===== src/design/mrfe_pkg.sv =====
`default_nettype none

package mrfe_pkg;

  localparam int MAX_FRAME_DEF = 256;
  localparam int QUEUE_DEPTH   = 4;

  localparam logic [15:0] CRC_POLY = 16'hA001;
  localparam logic [15:0] CRC_INIT = 16'hFFFF;

  localparam logic [1:0] OP_RX     = 2'd0;
  localparam logic [1:0] OP_GAP    = 2'd1;
  localparam logic [1:0] OP_TX     = 2'd2;
  localparam logic [1:0] OP_UNUSED = 2'd3;

  localparam logic [2:0] KIND_RX_BYTE   = 3'd0;
  localparam logic [2:0] KIND_GOOD      = 3'd1;
  localparam logic [2:0] KIND_CRC_ERR   = 3'd2;
  localparam logic [2:0] KIND_TX_BYTE   = 3'd3;
  localparam logic [2:0] KIND_TX_REJECT = 3'd4;
  localparam logic [2:0] KIND_OVERRUN   = 3'd5;

  // one queued request: its first result, plus two crc bytes when triple is set
  typedef struct packed {
    logic [2:0]  kind;
    logic [7:0]  data;
    logic [8:0]  len;
    logic [15:0] err;
    logic        triple;
    logic [15:0] crc;
  } rec_t;

  function automatic logic [15:0] crc16_byte(input logic [15:0] crc_in,
                                             input logic [7:0]  b);
    logic [15:0] c;
    c = crc_in ^ {8'h00, b};
    for (int i = 0; i < 8; i++) begin
      c = c[0] ? ((c >> 1) ^ CRC_POLY) : (c >> 1);
    end
    return c;
  endfunction

endpackage

`default_nettype wire


===== src/design/mrfe_queue.sv =====
`default_nettype none

module mrfe_queue #(
  parameter int DEPTH = mrfe_pkg::QUEUE_DEPTH
) (
  input  wire logic          clk,
  input  wire logic          rst_n,
  input  wire logic          push,
  input  wire mrfe_pkg::rec_t push_data,
  output logic               full,
  input  wire logic          pop,
  output mrfe_pkg::rec_t     pop_data,
  output logic               empty
);

  localparam int PW = (DEPTH > 1) ? $clog2(DEPTH) : 1;
  localparam int CW = $clog2(DEPTH + 1);
  localparam logic [PW-1:0] LAST_PTR = PW'(DEPTH - 1);
  localparam logic [CW-1:0] FULL_CNT = CW'(DEPTH);

  mrfe_pkg::rec_t slots_r [DEPTH];
  logic [PW-1:0]  wr_ptr_r, rd_ptr_r;
  logic [CW-1:0]  count_r;

  assign full     = (count_r == FULL_CNT);
  assign empty    = (count_r == '0);
  assign pop_data = slots_r[rd_ptr_r];

  always_ff @(posedge clk) begin
    if (push) begin
      slots_r[wr_ptr_r] <= push_data;
    end
  end

  always_ff @(posedge clk) begin
    if (!rst_n) begin
      wr_ptr_r <= '0;
      rd_ptr_r <= '0;
      count_r  <= '0;
    end else begin
      if (push) begin
        wr_ptr_r <= (wr_ptr_r == LAST_PTR) ? '0 : wr_ptr_r + PW'(1);
      end
      if (pop) begin
        rd_ptr_r <= (rd_ptr_r == LAST_PTR) ? '0 : rd_ptr_r + PW'(1);
      end
      if (push && !pop) begin
        count_r <= count_r + CW'(1);
      end else if (pop && !push) begin
        count_r <= count_r - CW'(1);
      end
    end
  end

endmodule

`default_nettype wire


===== src/design/mrfe_front.sv =====
`default_nettype none

module mrfe_front #(
  parameter int MAX_FRAME = mrfe_pkg::MAX_FRAME_DEF
) (
  input  wire logic        clk,
  input  wire logic        rst_n,
  input  wire logic        cfg_wen,
  input  wire logic [7:0]  cfg_wdata,
  input  wire logic        in_valid,
  output logic             in_ready,
  input  wire logic [1:0]  opcode,
  input  wire logic [7:0]  data_byte,
  input  wire logic        last_byte,
  input  wire logic        q_full,
  output logic             q_push,
  output mrfe_pkg::rec_t   q_data
);

  localparam logic [8:0] MAX_CNT = 9'(MAX_FRAME);

  logic [7:0]  slave_addr_r;
  logic [15:0] crc_r, crc_nxt;
  logic [8:0]  rx_count_r, rx_count_nxt;
  logic        addressed_r, addressed_nxt;
  logic [7:0]  older_r, older_nxt;
  logic [7:0]  newer_r, newer_nxt;
  logic        tx_allowed_r, tx_allowed_nxt;
  logic        tx_active_r, tx_active_nxt;
  logic        rx_blocked_r, rx_blocked_nxt;
  logic        overrun_r, overrun_nxt;
  logic [15:0] fail_r, fail_nxt;
  logic        emit;
  logic        accept;

  assign in_ready = !q_full;
  assign accept   = in_valid && in_ready;
  assign q_push   = accept && emit;

  always_comb begin
    logic [8:0]  cnt;
    logic [15:0] crc;
    logic        addr;
    crc_nxt        = crc_r;
    rx_count_nxt   = rx_count_r;
    addressed_nxt  = addressed_r;
    older_nxt      = older_r;
    newer_nxt      = newer_r;
    tx_allowed_nxt = tx_allowed_r;
    tx_active_nxt  = tx_active_r;
    rx_blocked_nxt = rx_blocked_r;
    overrun_nxt    = overrun_r;
    fail_nxt       = fail_r;
    emit           = 1'b0;
    q_data         = '0;
    cnt            = rx_count_r;
    crc            = crc_r;
    addr           = addressed_r;

    unique case (opcode)
      mrfe_pkg::OP_RX: begin
        if (!rx_blocked_r) begin
          tx_allowed_nxt = 1'b0;
          if (cnt == 9'd0) begin
            // address byte screens the frame
            if (data_byte == 8'd0 || data_byte == slave_addr_r) begin
              addr = 1'b1;
              crc  = mrfe_pkg::CRC_INIT;
            end else begin
              addr = 1'b0;
              cnt  = 9'd1;
            end
          end
          if (addr) begin
            if (cnt >= MAX_CNT) begin
              overrun_nxt = 1'b1;
              emit        = 1'b1;
              q_data.kind = mrfe_pkg::KIND_OVERRUN;
            end else begin
              // crc trails two bytes so the received crc never gets folded in
              if (cnt > 9'd1) begin
                crc = mrfe_pkg::crc16_byte(crc, older_r);
              end
              older_nxt   = newer_r;
              newer_nxt   = data_byte;
              cnt         = cnt + 9'd1;
              emit        = 1'b1;
              q_data.kind = mrfe_pkg::KIND_RX_BYTE;
              q_data.data = data_byte;
            end
          end
          addressed_nxt = addr;
          rx_count_nxt  = cnt;
          crc_nxt       = crc;
        end
      end
      mrfe_pkg::OP_GAP: begin
        if (addressed_r && overrun_r) begin
          emit        = 1'b1;
          q_data.kind = mrfe_pkg::KIND_OVERRUN;
          q_data.len  = rx_count_r;
        end else if (addressed_r && rx_count_r > 9'd2) begin
          emit       = 1'b1;
          q_data.len = rx_count_r;
          if ({newer_r, older_r} == crc_r) begin
            q_data.kind = mrfe_pkg::KIND_GOOD;
          end else begin
            fail_nxt    = fail_r + 16'd1;
            q_data.kind = mrfe_pkg::KIND_CRC_ERR;
          end
        end
        rx_count_nxt   = 9'd0;
        addressed_nxt  = 1'b0;
        overrun_nxt    = 1'b0;
        tx_allowed_nxt = 1'b1;
        tx_active_nxt  = 1'b0;
        rx_blocked_nxt = 1'b0;
      end
      mrfe_pkg::OP_TX: begin
        emit = 1'b1;
        if (!tx_active_r && !tx_allowed_r) begin
          q_data.kind = mrfe_pkg::KIND_TX_REJECT;
        end else begin
          if (!tx_active_r) begin
            tx_allowed_nxt = 1'b0;
            rx_blocked_nxt = 1'b1;
            crc            = mrfe_pkg::CRC_INIT;
          end
          crc           = mrfe_pkg::crc16_byte(crc, data_byte);
          crc_nxt       = crc;
          tx_active_nxt = !last_byte;
          q_data.kind   = mrfe_pkg::KIND_TX_BYTE;
          q_data.data   = data_byte;
          q_data.triple = last_byte;
          q_data.crc    = crc;
        end
      end
      default: begin
      end
    endcase
    q_data.err = fail_nxt;
  end

  always_ff @(posedge clk) begin
    if (!rst_n) begin
      slave_addr_r <= 8'd1;
      crc_r        <= mrfe_pkg::CRC_INIT;
      rx_count_r   <= '0;
      addressed_r  <= 1'b0;
      older_r      <= '0;
      newer_r      <= '0;
      tx_allowed_r <= 1'b0;
      tx_active_r  <= 1'b0;
      rx_blocked_r <= 1'b1;
      overrun_r    <= 1'b0;
      fail_r       <= '0;
    end else begin
      if (cfg_wen) begin
        slave_addr_r <= cfg_wdata;
      end
      if (accept) begin
        crc_r        <= crc_nxt;
        rx_count_r   <= rx_count_nxt;
        addressed_r  <= addressed_nxt;
        older_r      <= older_nxt;
        newer_r      <= newer_nxt;
        tx_allowed_r <= tx_allowed_nxt;
        tx_active_r  <= tx_active_nxt;
        rx_blocked_r <= rx_blocked_nxt;
        overrun_r    <= overrun_nxt;
        fail_r       <= fail_nxt;
      end
    end
  end

endmodule

`default_nettype wire


===== src/design/mrfe_back.sv =====
`default_nettype none

module mrfe_back (
  input  wire logic        clk,
  input  wire logic        rst_n,
  input  wire logic        q_empty,
  input  wire mrfe_pkg::rec_t q_data,
  output logic             q_pop,
  output logic             out_valid,
  input  wire logic        out_ready,
  output logic [2:0]       kind,
  output logic [7:0]       out_byte,
  output logic [8:0]       frame_length,
  output logic [15:0]      error_total,
  output logic             end_mark
);

  mrfe_pkg::rec_t cur_r;
  logic           have_r;
  logic [1:0]     idx_r;
  logic           last_res;
  logic           done;

  assign last_res = !cur_r.triple || (idx_r == 2'd2);
  assign done     = have_r && out_ready && last_res;
  assign q_pop    = !q_empty && (!have_r || done);

  assign out_valid    = have_r;
  assign kind         = cur_r.kind;
  assign frame_length = cur_r.len;
  assign error_total  = cur_r.err;
  assign end_mark     = last_res;

  always_comb begin
    unique case (idx_r)
      2'd1:    out_byte = cur_r.crc[7:0];
      2'd2:    out_byte = cur_r.crc[15:8];
      default: out_byte = cur_r.data;
    endcase
  end

  always_ff @(posedge clk) begin
    if (q_pop) begin
      cur_r <= q_data;
    end
  end

  always_ff @(posedge clk) begin
    if (!rst_n) begin
      have_r <= 1'b0;
      idx_r  <= '0;
    end else if (q_pop) begin
      have_r <= 1'b1;
      idx_r  <= '0;
    end else if (done) begin
      have_r <= 1'b0;
      idx_r  <= '0;
    end else if (have_r && out_ready) begin
      // walk through the appended crc bytes
      idx_r <= idx_r + 2'd1;
    end
  end

endmodule

`default_nettype wire


===== src/design/modbus_rtu_frame_engine.sv =====
// Modbus RTU slave framer with a shared CRC-16 (poly 0xA001, init 0xFFFF).
// in_*: one request per handshake. in_tuser = opcode (0 line byte, 1 silence
//   gap, 2 outgoing byte), in_tdata = byte, in_tlast = final outgoing byte.
// out_*: result stream. out_tuser = kind, out_tdata = byte, frame length and
//   crc error count, out_tlast = last result of its request.
// cfg_wen/cfg_wdata load the slave address (reset value 1); the user loads it only
//   while idle, which the block does not enforce. A request may be accepted every
//   cycle while the queue is not full; the classifier handles it in the accept
//   cycle (byte-wide crc update) and queues its results. The first result passes
//   the queue slot and the output register before it shows on out_*. Most requests
//   give one result a cycle while out_tready is high; a final outgoing byte gives
//   three (byte, crc low, crc high); short-frame gaps and blocked bytes give none.
// A four-entry queue sits between classifier and output stage; when the
//   receiver stalls, the queue fills and in_tready drops, nothing is lost.
// Synchronous reset blocks reception until the first gap and disallows
//   transmit until a gap; the error count clears.
`default_nettype none

module modbus_rtu_frame_engine #(
  parameter int MAX_FRAME   = mrfe_pkg::MAX_FRAME_DEF,
  parameter int QUEUE_DEPTH = mrfe_pkg::QUEUE_DEPTH
) (
  input  wire logic        clk,
  input  wire logic        rst_n,
  input  wire logic        cfg_wen,
  input  wire logic [7:0]  cfg_wdata,   // own station address
  input  wire logic        in_tvalid,
  output logic             in_tready,
  input  wire logic [7:0]  in_tdata,    // data_byte
  input  wire logic [1:0]  in_tuser,    // opcode
  input  wire logic        in_tlast,    // last_byte
  output logic             out_tvalid,
  input  wire logic        out_tready,
  output logic [39:0]      out_tdata,   // out_byte, frame_length, error_total, zero pad
  output logic [2:0]       out_tuser,   // kind
  output logic             out_tlast    // end_mark
);

  mrfe_pkg::rec_t push_data, pop_data;
  logic           q_push, q_pop, q_full, q_empty;
  logic [7:0]     res_byte;
  logic [8:0]     res_len;
  logic [15:0]    res_err;

  mrfe_front #(
    .MAX_FRAME (MAX_FRAME)
  ) u_front (
    .clk       (clk),
    .rst_n     (rst_n),
    .cfg_wen   (cfg_wen),
    .cfg_wdata (cfg_wdata),
    .in_valid  (in_tvalid),
    .in_ready  (in_tready),
    .opcode    (in_tuser),
    .data_byte (in_tdata),
    .last_byte (in_tlast),
    .q_full    (q_full),
    .q_push    (q_push),
    .q_data    (push_data)
  );

  mrfe_queue #(
    .DEPTH (QUEUE_DEPTH)
  ) u_queue (
    .clk       (clk),
    .rst_n     (rst_n),
    .push      (q_push),
    .push_data (push_data),
    .full      (q_full),
    .pop       (q_pop),
    .pop_data  (pop_data),
    .empty     (q_empty)
  );

  mrfe_back u_back (
    .clk          (clk),
    .rst_n        (rst_n),
    .q_empty      (q_empty),
    .q_data       (pop_data),
    .q_pop        (q_pop),
    .out_valid    (out_tvalid),
    .out_ready    (out_tready),
    .kind         (out_tuser),
    .out_byte     (res_byte),
    .frame_length (res_len),
    .error_total  (res_err),
    .end_mark     (out_tlast)
  );

  assign out_tdata = {7'd0, res_err, res_len, res_byte};

endmodule

`default_nettype wire


===== config.mk =====
export PLATFORM = sky130hd
export DESIGN_NAME = modbus_rtu_frame_engine
export DESIGN_NICKNAME = d
export VERILOG_FILES = /design/src/design/mrfe_pkg.sv /design/src/design/mrfe_queue.sv /design/src/design/mrfe_front.sv /design/src/design/mrfe_back.sv /design/src/design/modbus_rtu_frame_engine.sv
export SDC_FILE = /design/constraint.sdc
export NUM_CORES = 1
export LEC_CHECK = 0
export BUFFER_PORTS_ARGS = -buffer_cell sky130_fd_sc_hd__buf_2
export CAP_MARGIN = 40
export CORE_ASPECT_RATIO = 1.25
export CORE_MARGIN = 2
export CORE_UTILIZATION = 50
export DETAILED_ROUTE_END_ITERATION = 8
export HOLD_SLACK_MARGIN = 0.02
export MAX_ROUTING_LAYER = met4
export PLACE_DENSITY = 0.75
export SYNTH_ARGS = -nofsm -noshare
export SYNTH_HDL_FRONTEND = slang
export SYNTH_SLANG_ARGS = --single-unit

===== constraint.sdc =====
create_clock -name clk -period 3.5 [get_ports clk]
set_input_delay 0.35 -clock clk [delete_from_list [all_inputs] [get_ports clk]]
set_output_delay 0.35 -clock clk [all_outputs]
set_load 0.03 [all_outputs]

== Yosys cells after proc, flatten, opt, wreduce, memory -nomap -nowiden ==
Memory sizes are Yosys's and may differ from the RTL's. A register that Yosys moved wholly into a read port is not among the register bits.
Index checks and enable logic that the tools add are counted.
Word-level totals
  input bits: 24
  flip-flop bits (word level): 80
  RAM bits: 212
  word-level logic and storage cells: 192
  output and inout port bits: 46
  memories: 1
Memory list
  u_queue.slots_r: depth 4, width 53, read ports 1, clocked after Yosys merged registers in 1, wr ports 1, RTL line mrfe_queue.sv:21  | mrfe_pkg::rec_t slots_r [DEPTH];
Operators by class
  $add $sub $neg: 7
  reductions and logical operators: 40
  mux-type cells: 90
  bitwise gates (word level): 21
  eq/ne operators: 14
  order comparisons: 3
Operator list (count)
  $mux W16: 32
  $mux W9: 10
  $not A2 Y3: 16
  $mux W17: 2
  $pmux W16 S2: 1
  $pmux W8 S2: 2
  $xor A16 B8 Y16: 2
  $mux W1: 22
  $mux W11: 2
  $pmux W9 S2: 1
  $add A16 B1 Y16 const B: 1
  $eq A16 B16 Y1: 1
  $mux W8: 2
  $mux W3: 5
  $reduce_and A5 Y1: 3
  $logic_and A1 B1 Y1: 10
  $reduce_bool A2 Y1: 5
  $add A9 B1 Y9 const B: 1
  $ge A9 B9 Y1 const B: 1
  $gt A9 B1 Y1 const B: 1
  $gt A9 B2 Y1 const B: 1
  $logic_not A1 Y1: 9
  $logic_not A9 Y1: 1
  $pmux W3 S3: 1
  other kinds (21): 43

== Logic depth before layout (Yosys ltp) ==
  depth in word-level cells: 28
  mapped depth: 14
  depth with buffers taken out: 14

== Hierarchy ==
A second synthesis with hierarchy kept.
Unflattened totals
  cells, all modules: 1072
  area, all modules: 15021.9 sq um
Modules (own cells, without submodules)
  mrfe_queue: area each 8169.1 sq um, instances 1, sequential area each 6546.3 sq um, cells each 321
  mrfe_front: area each 4665.7 sq um, instances 1, sequential area each 1401.3 sq um, cells each 615
  mrfe_back: area each 2130.8 sq um, instances 1, sequential area each 1651.6 sq um, cells each 128
  modbus_rtu_frame_engine: area each 56.3 sq um, instances 1, sequential area each 0.0 sq um, cells each 8

== Least setup slack after synthesis ==
No wires, ideal clock.
  path kind: input to register
  start: input in_tdata[4]
  end: memory u_queue.slots_r[3][0] (netlist bit), enable pin
  data arrival time: 3.158 ns
  setup time: 0.416 ns
  data required time: 3.084 ns
  setup slack: -0.074 ns
  stages on the path: 9
  buffers on the path: 1
  cell sequence: buf_2 xor2_1 nor4_2 a22oi_2 a21oi_4 a211oi_1 or3_4 inv_1 and2_1
On the way
  word-level cells in the longest chain between the ends: 12
  elaborated cells between the ends (all ways): 13
  those cells by class: eq/ne: 1; mux: 9; reduce/logical: 3
Ends and longest elaborated chain
  start, declared: RTL line modbus_rtu_frame_engine.sv:29  | input wire logic [7:0] in_tdata,
  $eq A8 B8 Y1 / $logic_not A8 Y1 (equally long branches): RTL line mrfe_front.sv:66  | if (data_byte == 8'd0 || data_byte == slave_addr_r) begin
  $logic_or A1 B1 Y1 (*): RTL line mrfe_front.sv:66
  $mux W1 (*): RTL line mrfe_front.sv:66
  $mux W1 (*): RTL line mrfe_front.sv:64  | if (cnt == 9'd0) begin
  $mux W1 (*): RTL line mrfe_front.sv:62  | if (!rx_blocked_r) begin
  $mux W1 (*): RTL line mrfe_front.sv:60  | unique case (opcode)
  $mux W1 (*): RTL line mrfe_front.sv:74  | if (addr) begin
  $mux W1 (*): RTL line mrfe_front.sv:62
  $pmux W1 S3 (*): RTL line mrfe_front.sv:60
  $logic_and A1 B1 Y1 (*): RTL line mrfe_front.sv:38  | assign q_push = accept && emit;
  via q_push: RTL line modbus_rtu_frame_engine.sv:40  | logic q_push, q_pop, q_full, q_empty;
  $mux W1 (*): RTL line mrfe_queue.sv:30  | if (push) begin
  $mux W1 (implied by the code) (*): RTL line mrfe_queue.sv:31  | slots_r[wr_ptr_r] <= push_data;
  end, declared: RTL line mrfe_queue.sv:21
Mark *: on every way through the listed nets, which the timed path passes. The rest lies on a longest branch. The select of a mux whose other input is x is not followed.

== Final worst setup path ==
  start: register u_front.rx_count_r[8]
  end: register u_queue.count_r[2]
On the way
  word-level cells in the longest chain between the ends: 11
  elaborated cells between the ends (all ways): 17
  those cells by class: order compare: 1; mux: 9; reduce/logical: 7
Ends and longest elaborated chain
  start, declared: RTL line mrfe_front.sv:24  | logic [8:0] rx_count_r, rx_count_nxt;
  start signal, assigned: RTL line mrfe_front.sv:163  | rx_count_r <= rx_count_nxt;
  parallel branches: the longest is 6 deep, another holds $gt A9 B2 Y1
  $pmux W1 S3 (*): RTL line mrfe_front.sv:60
  $logic_and A1 B1 Y1 (*): RTL line mrfe_front.sv:38
  via q_push: RTL line modbus_rtu_frame_engine.sv:40
  $logic_not A1 Y1: RTL line mrfe_queue.sv:49  | end else if (pop && !push) begin
  $logic_and A1 B1 Y1: RTL line mrfe_queue.sv:49
  $reduce_bool A2 Y1 (no line)
  end signal, assigned: RTL line mrfe_queue.sv:48  | count_r <= count_r + CW'(1);
  end signal, assigned: RTL line mrfe_queue.sv:50  | count_r <= count_r - CW'(1);
  end, declared: RTL line mrfe_queue.sv:23  | logic [CW-1:0] count_r;
Mark *: on every way through the listed nets, which the timed path passes. The select of a mux whose other input is x is not followed.
A chain may end at the register's enable or synchronous reset.

==> results.json <==
{
  "placed_cell_area_um2": 15770,
  "crit_end": "u_queue.count_r[2]$_SDFFE_PN0P_",
  "cts_htree_levels": 2,
  "syn_inst": 1069,
  "detail_route.wl_per_cell_um": 19.85,
  "dieArea_um2": 31700,
  "route.vias.total": 8479,
  "synth.area.top_cells": "edfxtp_1 53%, dfxtp_1 11%, mux4_2 7.9%",
  "intPower_uw": 7742,
  "skew_ns": 0.01571,
  "p_leak_uw": 0.005752,
  "fin_setup_tns_ns": 0,
  "p_sw_uw": 3052,
  "n_antenna_cell": 0,
  "cts_sinks": 345,
  "syn_to_final_growth_pct": 11.08,
  "cp_data_required_time_ns": 3.95,
  "r2r_cells": 13,
  "viasPerCell": 5.520,
  "peakVddDrop_v": 0.0004196,
  "final_common_cell": "edfxtp_1",
  "setup_ws_ns": 0.2149,
  "final_area_um2": 16820,
  "avgSynthCellArea_um2": 14.16,
  "yosys.area.top_type": "edfxtp_1",
  "synth_area_um2": 15140,
  "setup_viol": 0,
  "clk_pin_slew_ns": 0.06,
  "pwr-share-seq_pct": 48.5,
  "outcome": "completed",
  "final-hold-violation-count": 0,
  "design.core.area_um2": 29940,
  "combinationalPowerShare_pct": 20.0,
  "crit_fanout": 7,
  "drt_iter0_markers": 643,
  "place_congestion": 0.9462,
  "num_io_pins": 70,
  "r2r_slack_ns": 0.21,
  "max_slew.worst_pin.slew_ns": 0.8383,
  "critPathLaunch": "u_front.rx_count_r[8]$_SDFFE_PN0P_",
  "layout_common_cells": "265 x edfxtp_1, 87 x nand2_1, 77 x dfxtp_1",
  "power_uw": 10790,
  "ys.warnings.count": 0,
  "min_period_over_period_pct": 93.86,
  "synth-edff-count": 265,
  "wl_um": 30480,
  "cts_buffers": 34,
  "clkPwrFrac_pct": 31.5,
  "port-buffer-count": 62,
  "insertion_delay_ns": 0.52,
  "fin_nets": 1154,
  "die_w_um": 159.6,
  "layout-drive-gt1-share_pct": 18.85,
  "cts_buffer_depth": 3,
  "ys_seq_elements": 345,
  "path_class": "reg2reg",
  "grt_pass1_vias": 8419,
  "async_flop_share_pct": 0,
  "period_needed_ns": 3.285,
  "max_cap_viol_count": 0,
  "arrival_ns": 3.73,
  "synth.distinct_cells": 64,
  "sw_frac_of_total_pct": 28.28,
  "power_density_nw_per_um2": 641.8,
  "die_h_um": 198.6,
  "fmax_mhz": 304.4,
  "grt_max_degree": 56,
  "hold_path.class": "in2reg",
  "netlist.area_leader.share_pct": 52.56,
  "ys_seq_area_share_pct": 63.14,
  "cts_root_buffer": "clkbuf_16",
  "start_util_pct": 50.57,
  "drcViolationCount": 0,
  "detail_route.first_pass.iterations": 5,
  "slew-limit-headroom_pct": 44.11,
  "startpoint_type": "register",
  "pre_cts_ws_ns": 0.1011,
  "hpwl_um": 20420,
  "final_core_util_pct": 56.18,
  "grt_antenna_before_repair": 0,
  "ys.flop_type": "edfxtp_1",
  "r2r-end": "u_queue.count_r[2]$_SDFFE_PN0P_",
  "drtAntennaViolNets": 0,
  "gr-total-overflow": 0,
  "grt_pass1_wl_um": 47730,
  "num_rows": 71,
  "grt_usage_pct": 20.23,
  "cts_tree": "yes",
  "drv_slew": 0,
  "endpoint_kind": "register",
  "rr_startpoint": "u_front.rx_count_r[8]$_SDFFE_PN0P_"
}
==> worst max-delay path, stage by stage (launching register included) <==
cell and delay [ns]:
dfxtp_2 0.37, nor4_4 0.38, and3_4 0.28, nor2_2 0.06, a21oi_4 0.16, a211oi_1 0.10, or3_4 0.39, inv_1 0.13
ha_1 0.21, inv_1 0.08, fa_1 0.43, xor2_1 0.17, or3_1 0.30, a21boi_0 0.16
==> final cells by class <==
| cell class | instances | area [um2] |
|---|---|---|
| clock buffers | 49 | 938.4 |
| fillers | 2359 | 13120 |
| repair buffers | 91 | 628.1 |
| multi-input cells | 619 | 5020 |
| flip-flops and latches | 345 | 9568 |
| clock inverters | 10 | 83.83 |
| well taps | 401 | 501.7 |
| inverters | 21 | 78.83 |
==> power by group through the flow <==
stage               logic (uW)  clock network [uW]  registers, uW
floorplan                 1890                   0           5140
global placement          2170                   0           5320
detailed placement        2180                   0           5340
CTS                       2190                3470           5250
global route              2320                3610           5290
finish                    2160                3400           5240
==> state kept, by name, indices dropped and copies added, names as in the netlist, 8 cells and up <==
signal,flops
u_back.frame_length,9
u_front.fail_r,16
u_back.error_total,16
u_front.older_r,8
u_front.newer_r,8
u_back.cur_r,25
u_front.rx_count_r,9
u_front.slave_addr_r,8
u_queue.slots_r,212
u_front.crc_r,16
==> worst min-delay path by stage <==
stage                                    startpoint                                   end  slack (ns)  cells after the start
6_report                               cfg_wdata[0]  u_front.slave_addr_r[0]$_SDFFE_PN1P_        0.04                      3
5_1_grt                                cfg_wdata[0]  u_front.slave_addr_r[0]$_SDFFE_PN1P_        0.04                      3
4_1_cts                                cfg_wdata[0]  u_front.slave_addr_r[0]$_SDFFE_PN1P_        0.02                      3
3_5_place_dp         u_front.overrun_r$_SDFFE_PN0P_        u_front.overrun_r$_SDFFE_PN0P_        0.50                      2
3_3_place_gp         u_front.overrun_r$_SDFFE_PN0P_        u_front.overrun_r$_SDFFE_PN0P_        0.49                      2
2_1_floorplan  u_front.slave_addr_r[0]$_SDFFE_PN1P_  u_front.slave_addr_r[0]$_SDFFE_PN1P_        0.46                      2
==> cell families after synthesis <==
logic type | count (synthesis) | synth area share [%]
other | 1 | 0.02477
and+or+nand+nor | 268 | 9.288
adders and majority gates | 18 | 1.537
AOI/OAI and AO/OA | 138 | 5.586
DFF | 345 | 63.14
xor gates and xnor gates | 107 | 6.735
muxes | 81 | 9.735
buffers and inverters | 111 | 3.958
==> cell usage after synthesis, drive strengths merged (2+ instances only) <==
cell type	instances
edfxtp	265
nand2	88
dfxtp	80
xnor2	63
buf	58
mux4	53
nor2	43
xor2	40
nor2b	39
o21ai	39
a21oi	38
and2	35
clkbuf	32
mux2i	28
inv	21
ha	17
o22ai	16
a22oi	15
and3	12
nor3	11
a21boi	10
nand3	8
nand4	8
nor4	7
or3	7
a211oi	4
a31oi	4
nand2b	4
xnor3	4
o21a	3
or2	3
a21o	2
o211ai	2
==> stage by stage <==
stage               hold slack (ns)  instances
finish                      0.04420       1536
global route                0.03724       1536
CTS                         0.02147       1534
detailed placement           0.4956       1475
global placement             0.4932       1475
floorplan                    0.4620       1075
==> per-layer routing <==
| layer | global-route usage [%] | vias up | part of all wire [%] |
|---|---|---|---|
| li1 | - | 3948 | - |
| met1 | 25.52 | 4186 | 42 |
| met2 | 33.41 | 279 | 49 |
| met3 | 2.982 | 66 | 5.8 |
| met4 | 7.845 | 0 | 3.5 |
| met5 | - | - | 0 |
==> repair_timing <==
| item | in CTS | in global routing |
|---|---|---|
| endpoints found under the setup margin | 0 | 1 |
| gates resized for setup | 0 | 3 |
| buffers inserted | 0 | 2 |
| hold buffers | 0 | 0 |
| hold endpoints to repair | 0 | 0 |
Note: power is estimated with default switching activity, not from simulation.
